## config.mk

```make
export PLATFORM = sky130hd
export DESIGN_NAME = replay_window_check_unit
export DESIGN_NICKNAME = d
export VERILOG_FILES = /design/src/sv/rwc_pkg.sv /design/src/sv/rwc_window.sv /design/src/sv/replay_window_check_unit.sv
export SDC_FILE = /design/constraint.sdc
export NUM_CORES = 1
export LEC_CHECK = 0
export ABC_CLOCK_PERIOD_IN_PS = 5400
export BUFFER_PORTS_ARGS = -buffer_cell sky130_fd_sc_hd__buf_2
export CORE_ASPECT_RATIO = 1.75
export CORE_MARGIN = 3
export CORE_UTILIZATION = 30
export CTS_CLUSTER_DIAMETER = 200
export DETAILED_ROUTE_END_ITERATION = 16
export PLACE_DENSITY = 0.56
export SLEW_MARGIN = 0
export SYNTH_ARGS = -nofsm -noshare
export SYNTH_HDL_FRONTEND = slang
export SYNTH_HIERARCHICAL = 1
export SYNTH_SLANG_ARGS = --single-unit
```

## constraint.sdc

```tcl
create_clock -name clk -period 5.4 [get_ports clk]
set_clock_uncertainty 0.1 [all_clocks]
set_input_delay 0.27 -clock clk [delete_from_list [all_inputs] [get_ports clk]]
set_output_delay 0.27 -clock clk [all_outputs]
set_load 0.03 [all_outputs]
```

## src/sv/rwc_pkg.sv

```systemverilog
`timescale 1ns / 1ps
// ----------------------------------------------------------------------------
// Replay window check package
// Shared widths, verdict codes and the result type of the anti-replay check.
// ----------------------------------------------------------------------------
package rwc_pkg;

	localparam int unsigned WINDOW    = 64;
	localparam int unsigned DIST_W    = (WINDOW > 1) ? $clog2(WINDOW) : 1;
	localparam int unsigned CNT_W     = 32;
	localparam int unsigned IN_DATA_W = 32;
	localparam int unsigned OUT_DATA_W = 8;

	typedef logic [CNT_W-1:0]  counter_t;
	typedef logic [WINDOW-1:0] seen_map_t;

	typedef enum logic [1:0] {
		VERDICT_ACCEPT = 2'd0,
		VERDICT_DUP    = 2'd1,
		VERDICT_OLD    = 2'd2
	} verdict_t;

	typedef struct packed {
		logic     accepted;
		verdict_t verdict;
	} rwc_result_t;

endpackage

```

## src/sv/rwc_window.sv

```systemverilog
`timescale 1ns / 1ps
// ----------------------------------------------------------------------------
// Replay window state and decision
// Holds the highest counter, the seen flag and the window bitmap, decides the
// verdict for one counter and updates the state in the same cycle.
// ----------------------------------------------------------------------------
module rwc_window (
	input  logic                clk,
	input  logic                arst_n,
	input  logic                check,
	input  rwc_pkg::counter_t   counter,
	output rwc_pkg::rwc_result_t result,
	output logic                any_seen
);
	import rwc_pkg::*;

	counter_t  highest_q;
	logic      any_seen_q;
	seen_map_t map_q;

	counter_t  highest_d;
	seen_map_t map_d;
	counter_t  ahead;
	counter_t  behind;
	verdict_t  verdict;

	always_comb begin
		ahead     = counter - highest_q;
		behind    = highest_q - counter;
		highest_d = highest_q;
		map_d     = map_q;
		verdict   = VERDICT_ACCEPT;
		if (!any_seen_q) begin
			highest_d = counter;
			map_d     = seen_map_t'(1);
		end else if (counter > highest_q) begin
			highest_d = counter;
			if (ahead >= counter_t'(WINDOW)) begin
				map_d = '0;
			end else begin
				map_d = map_q << ahead[DIST_W-1:0];
			end
			map_d[0] = 1'b1;
		end else if (behind >= counter_t'(WINDOW)) begin
			verdict = VERDICT_OLD;
		end else if (map_q[behind[DIST_W-1:0]]) begin
			verdict = VERDICT_DUP;
		end else begin
			map_d[behind[DIST_W-1:0]] = 1'b1;
		end
		result.accepted = (verdict == VERDICT_ACCEPT);
		result.verdict  = verdict;
	end

	always_ff @(posedge clk or negedge arst_n) begin
		if (!arst_n) begin
			highest_q  <= '0;
			any_seen_q <= 1'b0;
			map_q      <= '0;
		end else if (check) begin
			highest_q  <= highest_d;
			any_seen_q <= 1'b1;
			map_q      <= map_d;
		end
	end

	assign any_seen = any_seen_q;

endmodule

```

## src/sv/replay_window_check_unit.sv

```systemverilog
`timescale 1ns / 1ps
// ----------------------------------------------------------------------------
// Replay window check unit
// Receive-side anti-replay check over a sliding window of packet counters.
// ----------------------------------------------------------------------------
//  Channel | Direction | Payload
//  s_axis  | in        | tdata[31:0] packet_counter
//  m_axis  | out       | tdata[0] accepted, tdata[2:1] verdict, tdata[7:3] zero
//
//  One transaction per cycle while the output is not stalled: an input register,
//  the compare, subtract and bitmap shift, then the result register.
//  The window state is updated in the cycle the result register is loaded.
//  Reset empties the window; the first counter afterwards is always accepted.
//  A stalled result holds the input register; both stages stay full.
// ----------------------------------------------------------------------------
module replay_window_check_unit (
	input  logic                               clk,
	input  logic                               arst_n,
	input  logic                               s_axis_tvalid,
	output logic                               s_axis_tready,
	input  logic [rwc_pkg::IN_DATA_W-1:0]      s_axis_tdata,  // packet_counter
	output logic                               m_axis_tvalid,
	input  logic                               m_axis_tready,
	output logic [rwc_pkg::OUT_DATA_W-1:0]     m_axis_tdata   // accepted, verdict
);
	import rwc_pkg::*;

	logic        valid_s1;
	counter_t    counter_s1;
	logic        valid_s2;
	rwc_result_t result_s2;
	rwc_result_t result;
	logic        advance;
	logic        any_seen;

	assign advance       = valid_s1 && (!valid_s2 || m_axis_tready);
	assign s_axis_tready = !valid_s1 || advance;

	always_ff @(posedge clk or negedge arst_n) begin
		if (!arst_n) begin
			valid_s1 <= 1'b0;
		end else if (s_axis_tready) begin
			valid_s1 <= s_axis_tvalid;
		end
	end

	always_ff @(posedge clk) begin
		if (s_axis_tready && s_axis_tvalid) begin
			counter_s1 <= s_axis_tdata[CNT_W-1:0];
		end
	end

	rwc_window u_window (
		.clk      (clk),
		.arst_n   (arst_n),
		.check    (advance),
		.counter  (counter_s1),
		.result   (result),
		.any_seen (any_seen)
	);

	always_ff @(posedge clk or negedge arst_n) begin
		if (!arst_n) begin
			valid_s2 <= 1'b0;
		end else if (advance) begin
			valid_s2 <= 1'b1;
		end else if (m_axis_tready) begin
			valid_s2 <= 1'b0;
		end
	end

	always_ff @(posedge clk) begin
		if (advance) begin
			result_s2 <= result;
		end
	end

	assign m_axis_tvalid = valid_s2;
	assign m_axis_tdata  = {{(OUT_DATA_W - 3){1'b0}}, result_s2.verdict, result_s2.accepted};

	a_verdict_legal : assert property (@(posedge clk) disable iff (!arst_n)
		m_axis_tvalid |-> (m_axis_tdata[2:1] != 2'd3))
		else $error("verdict code 3 on output");

	a_accept_matches : assert property (@(posedge clk) disable iff (!arst_n)
		m_axis_tvalid |-> (m_axis_tdata[0] == (m_axis_tdata[2:1] == VERDICT_ACCEPT)))
		else $error("accepted flag disagrees with verdict");

	a_first_accepted : assert property (@(posedge clk) disable iff (!arst_n)
		(advance && !any_seen) |=> (m_axis_tvalid && m_axis_tdata[0]))
		else $error("first counter after reset not accepted");

	a_seen_after_check : assert property (@(posedge clk) disable iff (!arst_n)
		advance |=> any_seen)
		else $error("window still empty after a check");

endmodule

```

==> impl_metrics.env, run 1 <==
export IMPL_status="finished, final reports clean"
export IMPL_drc=0
export IMPL_cts_sinks=134
export IMPL_grt_overflow=0
export IMPL_layout_area_seq_um2=3528
export IMPL_drt_iter0_markers=1370
export IMPL_drtPass1Iterations=6
export IMPL_finalSetupTns_ps=0
export IMPL_diodes=0
export IMPL_hpwlAfterDp_um=43350
export IMPL_r2r_end="u_window/map_q[17]"
export IMPL_seq_area_frac_synth=0.2548
export IMPL_synthArstFlopShare=0.7388
export IMPL_num_rows=103
export IMPL_yosysMostFrequentCell="nand2_1"
export IMPL_cts_resized=0
export IMPL_multiInputGateArea_um2=9533
export IMPL_rsz0062_at_grt="no"
export IMPL_grt_pass1_vias=13860
export IMPL_cp_cell_sequence="inv_1 > ha_1 > a21oi_1 > o21ai_0 > o21bai_1 > o2bb2ai_1 > xnor2_1 > or4_1 > nor4_1 > nand4_1 > o21bai_2 > and2_2 > buf_12 > o21a_1"
export IMPL_setup_slack_ps=492.9
export IMPL_fin_cells=2345
export IMPL_path_max_fanout=33
export IMPL_syn_cell_area_um2=13850
export IMPL_path_clk_slew_ps=70
export IMPL_synthToLayoutAreaGrowth_pct=12.93
export IMPL_arrival_ps=5190
export IMPL_cp_slowest_stage_delay_ps=690
export IMPL_startpoint_type="register"
export IMPL_clkLatencyLatePin_ps=450
export IMPL_synth_cell_type_count=82
export IMPL_dieArea_um2=48880
export IMPL_place_gp_congestion=0.9840
export IMPL_ios=46
export IMPL_viasPerCell=5.898
export IMPL_slew_headroom=0.2756
export IMPL_ctsHoldBuffers=36
export IMPL_postSynthCellCount=1744
export IMPL_finalCritPeriodShare=0.9087
export IMPL_antenna_found_initial=0
export IMPL_holdCritPathClass="input pin to async pin"
export IMPL_syn_avg_cell_area_um2=7.941
export IMPL_worst_slew_pin_slew_ps=1078
export IMPL_grtUsageTotal=0.2236
export IMPL_cts_made_buffers=17
export IMPL_synth_common_cells="206 x nand2_1, 185 x a21oi_1, 164 x nor2_1"
export IMPL_cp_required_ps=5680
export IMPL_num_fill_cells=4784
export IMPL_grt_pass1_wl_um=83610
export IMPL_slew_violations=0
export IMPL_cts_setup_buffers=0
export IMPL_hold_violations=0
export IMPL_routedWlPerCell_um=23.69
export IMPL_cts_tree="done"
export IMPL_crit_slowest_cell="ha_1"
export IMPL_core_um2=45360
export IMPL_setup_viol=0
export IMPL_via_count=13830
export IMPL_start_util=0.3053
export IMPL_r2r_start="counter_s1[4]"
export IMPL_wl_um=55560
export IMPL_die_x_um=168.4
export IMPL_cp_end_kind="register"
export IMPL_grt_max_degree=61
export IMPL_layout_nets=1856
export IMPL_synthTopCellsByArea="dfrtp_1 18%, edfxtp_1 7.6%, a21oi_1 6.7%"
export IMPL_min_period_ps=4907
export IMPL_synth_top_area_frac=0.1789
export IMPL_port_buffer_count=40
export IMPL_synth_seq_cells=134
export IMPL_r2r_cells=14
export IMPL_clk_path_buf_depth=2
export IMPL_cts_root_buf="clkbuf_16"
export IMPL_pre_cts_ws_ps=609.7
export IMPL_ys_warn_count=6
export IMPL_timing_fmax_mhz=203.8
export IMPL_drtAntennaViolNets=0
export IMPL_drv_cap=0
export IMPL_placed_cells=2277
export IMPL_critical_path_class="register to register"
export IMPL_ys_flop_type="dfrtp_1"
export IMPL_synth_edff_count=35
export IMPL_drive_above_1_share=0.1165
export IMPL_cts_htree_levels=4
export IMPL_synth_largest_area_cell="dfrtp_1"
export IMPL_die_h_um=290.2
export IMPL_r2r_slack_ps=490
==> routing by layer <==
metal | wire (um) | global-route usage
met3 | 2410 | 0.02599
met5 | 0 | 0
met1 | 18140 | 0.2166
met4 | 6098 | 0.2049
met2 | 28920 | 0.4059
==> kinds of logic (layout without fill, tap and decap cells) <==
logic type               after synthesis  count (layout)  share of synthesized area
multiplexers                         151             151                     0.1455
AO/OA/AOI/OAI                        591             591                     0.2662
buffers and inverters                213             233                    0.06523
flip-flops                           134             134                     0.2548
AND/OR/NAND/NOR                      537             537                     0.1754
adder cells (fa/ha/maj)               65              65                    0.05981
other                                  1               5                  0.0002708
XOR/XNOR                              52              52                    0.03289
==> critical path: cells and delay by family (launching register included) <==
family / cells / cell delay, ps
buf+inv: 2 / 340
xor+xnor: 1 / 170
flops: 1 / 380
compound gates: 6 / 1270
simple gates: 4 / 1860
fa+ha+maj: 1 / 690
==> registers in the layout, indices dropped and copies added (netlist names) <==
| name | cells |
|---|---|
| u_window/any_seen | 1 |
| m_axis_tdata | 3 |
| counter_s1 | 32 |
| u_window/map_q | 64 |
| m_axis_tvalid | 1 |
| u_window/highest_q | 32 |
| valid_s1 | 1 |
==> worst max path at each step <==
stage             startpoint  slack [ps]  cells after the start                  to
2_1_floorplan  counter_s1[0]        1550                     17   u_window/map_q[8]
3_3_place_gp   counter_s1[4]         620                     14   u_window/map_q[8]
3_5_place_dp   counter_s1[4]         610                     14  u_window/map_q[11]
4_1_cts        counter_s1[4]         560                     14  u_window/map_q[17]
5_1_grt        counter_s1[4]         170                     14   u_window/map_q[7]
6_report       counter_s1[4]         490                     14  u_window/map_q[17]
==> cells in the final DEF, fill, tap and decap left out, types with 6 or more instances in the layout <==
cell type,netlist,layout
and3_1,8,8
inv_1,85,85
nand3_1,31,31
o21a_1,68,68
mux2_2,22,22
nor4_1,10,10
ha_1,63,62
a21oi_1,185,185
o21ai_0,137,137
nor2_1,164,164
xnor2_1,37,32
o21bai_1,11,11
mux2i_1,91,91
a22oi_1,7,7
nor3_1,33,33
and2_1,10,8
or3_1,6,6
o22ai_1,49,49
a221oi_1,8,8
mux4_2,38,38
dfrtp_1,99,99
edfxtp_1,35,35
xor2_1,15,12
dlygate4sd3_1,0,36
buf_4,13,38
nand2b_1,9,9
a31oi_1,6,6
a211oi_1,31,31
buf_2,26,39
o32ai_1,6,6
nand2_1,206,206
clkbuf_16,0,20
a21o_1,7,7
o211ai_1,15,15
nand4_1,25,25
==> layout make-up <==
class / count / area share
sequential: 134 / 0.2256
tap: 577 / 0.04616
clock inverter: 10 / 0.008161
clock buffer: 22 / 0.03248
multi-input combinational: 1401 / 0.6096
inverter: 85 / 0.02040
timing repair buffer: 116 / 0.05760
==> metrics by stage <==
stage,area (um2),util,hold WS (ps)
after floorplan,13860,-,-125.6
after global placement,14640,0.3228,291.9
after detailed placement,14640,0.3228,310.4
after CTS,15640,0.3447,386.5
after global routing,15640,0.3447,416.2
final,15640,0.3447,358.9
Power of run 1 is not shown: default switching activity piles up to over one toggle a cycle in this logic, so the estimate is an artifact.
==> run 2: changes to the inputs <==
--- a/config.mk
+++ b/config.mk
@@ -9,10 +9,10 @@
 export BUFFER_PORTS_ARGS = -buffer_cell sky130_fd_sc_hd__buf_2
 export CORE_ASPECT_RATIO = 1.75
 export CORE_MARGIN = 3
-export CORE_UTILIZATION = 30
+export CORE_UTILIZATION = 28
 export CTS_CLUSTER_DIAMETER = 200
 export DETAILED_ROUTE_END_ITERATION = 16
-export PLACE_DENSITY = 0.56
+export PLACE_DENSITY = 0.54
 export SLEW_MARGIN = 0
 export SYNTH_ARGS = -nofsm -noshare
 export SYNTH_HDL_FRONTEND = slang
==> run 2 against run 1 <==
Against the previous run: count of clock-buffer cells in the layout grew 3; worst hold slack lost 100 ps; first-iteration DRC count shrank 9.9%; critical endpoint is now u_window/map_q[62]; largest cell class unchanged.
==> impl_metrics.env, run 2 (same netlist as run 1, synthesis figures left out) <==
export IMPL_reg_largest_list="u_window/map_q (64), counter_s1 (32), u_window/highest_q (32)"
export IMPL_diodes=0
export IMPL_num_fill_cells=5262
export IMPL_setup_viol=0
export IMPL_setup_slack_ps=739.4
export IMPL_cts_sinks=134
export IMPL_routedWlPerCell_um=23.42
export IMPL_placed_cells=2353
export IMPL_met2_usage=0.4076
export IMPL_grtUsageMet3=0.02287
export IMPL_timing_fmax_mhz=214.6
export IMPL_hold_violations=0
export IMPL_cts_root_buf="clkbuf_16"
export IMPL_crit_slowest_cell="or4_1"
export IMPL_startpoint_type="register"
export IMPL_layout_nets=1855
export IMPL_grt_pass1_wl_um=85590
export IMPL_fin_cells=2421
export IMPL_cts_setup_buffers=0
export IMPL_layout_commonest_cell="nand2_1"
export IMPL_slew_headroom=0.1686
export IMPL_final_util=0.3229
export IMPL_drtAntennaViolNets=0
export IMPL_wl_um=56700
export IMPL_path_clk_slew_ps=70
export IMPL_finalCritPeriodShare=0.8631
export IMPL_pre_cts_ws_ps=793.6
export IMPL_drv_cap=0
export IMPL_place_gp_congestion=1.022
export IMPL_finalSetupTns_ps=0
export IMPL_drc=0
export IMPL_hpwlAfterDp_um=44120
export IMPL_drtPass1Iterations=6
export IMPL_dieArea_um2=52270
export IMPL_start_util=0.2842
export IMPL_slew_violations=0
export IMPL_ios=46
export IMPL_r2r_cells=14
export IMPL_viasPerCell=5.774
export IMPL_cp_slowest_stage_delay_ps=610
export IMPL_clk_path_buf_depth=2
export IMPL_cp_end_kind="register"
export IMPL_drt_iter0_markers=1235
export IMPL_core_um2=48730
export IMPL_antenna_found_initial=0
export IMPL_grt_pass1_vias=14220
export IMPL_critical_path_class="register to register"
export IMPL_grtUsageTotal=0.2144
export IMPL_via_count=13980
export IMPL_largest_reg_flops=64
export IMPL_layout_common_cells="206 x nand2_1, 185 x a21oi_1, 164 x nor2_1"
export IMPL_port_buffer_count=40
export IMPL_grt_overflow=0
export IMPL_die_x_um=174.1
export IMPL_drive_above_1_share=0.1138
export IMPL_cp_cell_sequence="inv_1 > ha_1 > a21oi_1 > o21ai_0 > a211oi_2 > o21ai_1 > xor2_1 > or4_1 > nor4_1 > nand4_1 > o21bai_2 > and2_2 > buf_12 > o2111a_1"
export IMPL_grt_max_degree=87
export IMPL_cts_htree_levels=4
export IMPL_num_rows=107
export IMPL_status="finished, final reports clean"
export IMPL_synthToLayoutAreaGrowth_pct=13.62
export IMPL_clkLatencyLatePin_ps=460
export IMPL_grt_busiest_layer="met2"
export IMPL_cp_required_ps=5690
export IMPL_layout_area_seq_um2=3528
export IMPL_holdCritPathClass="input pin to async pin"
export IMPL_min_period_ps=4661
export IMPL_cts_tree="done"
export IMPL_top_register="u_window/map_q"
export IMPL_arrival_ps=4950
export IMPL_rsz0062_at_grt="no"
export IMPL_met1_usage=0.2019
export IMPL_die_h_um=300.2
export IMPL_cts_made_buffers=17
export IMPL_path_max_fanout=63
export IMPL_multiInputGateArea_um2=9544
export IMPL_worst_slew_pin_slew_ps=1238
run 2: changes by cell type in the layout (fill, tap and decap cells not counted), sizes merged:
cell / change
clkinvlp: +1
clkbuf: +3
clkinv: +1
buf: -1
inv: -5
run 2: per-stage QoR:
stage	hold slack [ps]	cell area, um2
final	255.6	15740
after global routing	328.8	15740
after CTS	278.5	15740
after detailed placement	223.7	14770
after global placement	215.0	14770
after floorplan	-125.6	13860
run 2: worst max-delay path, delay by kind of cell, from the launching register on:
family | cells | cell delay [ps]
DFF | 1 | 370
xor gates and xnor gates | 1 | 160
and+or+nand+nor | 4 | 1440
AOI/OAI and AO/OA | 6 | 1630
adders and majority gates | 1 | 540
buffers and inverters | 2 | 340
run 2: worst paths after layout:
path / start / endpoint / slack (ps)
worst max register to register: counter_s1[5] / u_window/map_q[62] / 740
worst max-delay path: counter_s1[5] / u_window/map_q[62] / 740
min in group clk: counter_s1[31] / u_window/highest_q[31] / 410
max in group asynchronous: arst_n / u_window/highest_q[22] / 3680
worst min register to register: counter_s1[31] / u_window/highest_q[31] / 410
worst min-delay path: arst_n / u_window/map_q[36] / 260
run 2: area by class of cell:
| class | instances | area share |
|---|---|---|
| multi-input combinational | 1401 | 0.6066 |
| sequential | 134 | 0.2242 |
| timing repair buffer | 115 | 0.05837 |
| tap | 654 | 0.05200 |
| clock buffer | 25 | 0.03292 |
| inverter | 85 | 0.02028 |
| clock inverter | 7 | 0.005646 |
run 2: routing by layer:
metal / part of all wire / routed length, um
met3: 0.038 / 2145
met2: 0.54 / 30400
met5: 0 / 0
met4: 0.098 / 5552
met1: 0.33 / 18600
run 2: timing repair:
item,in CTS,in global routing
resized for setup,0,0
endpoints found under the hold margin,75,0
hold buffers,36,0
Power of run 2 is left out for the same reason.
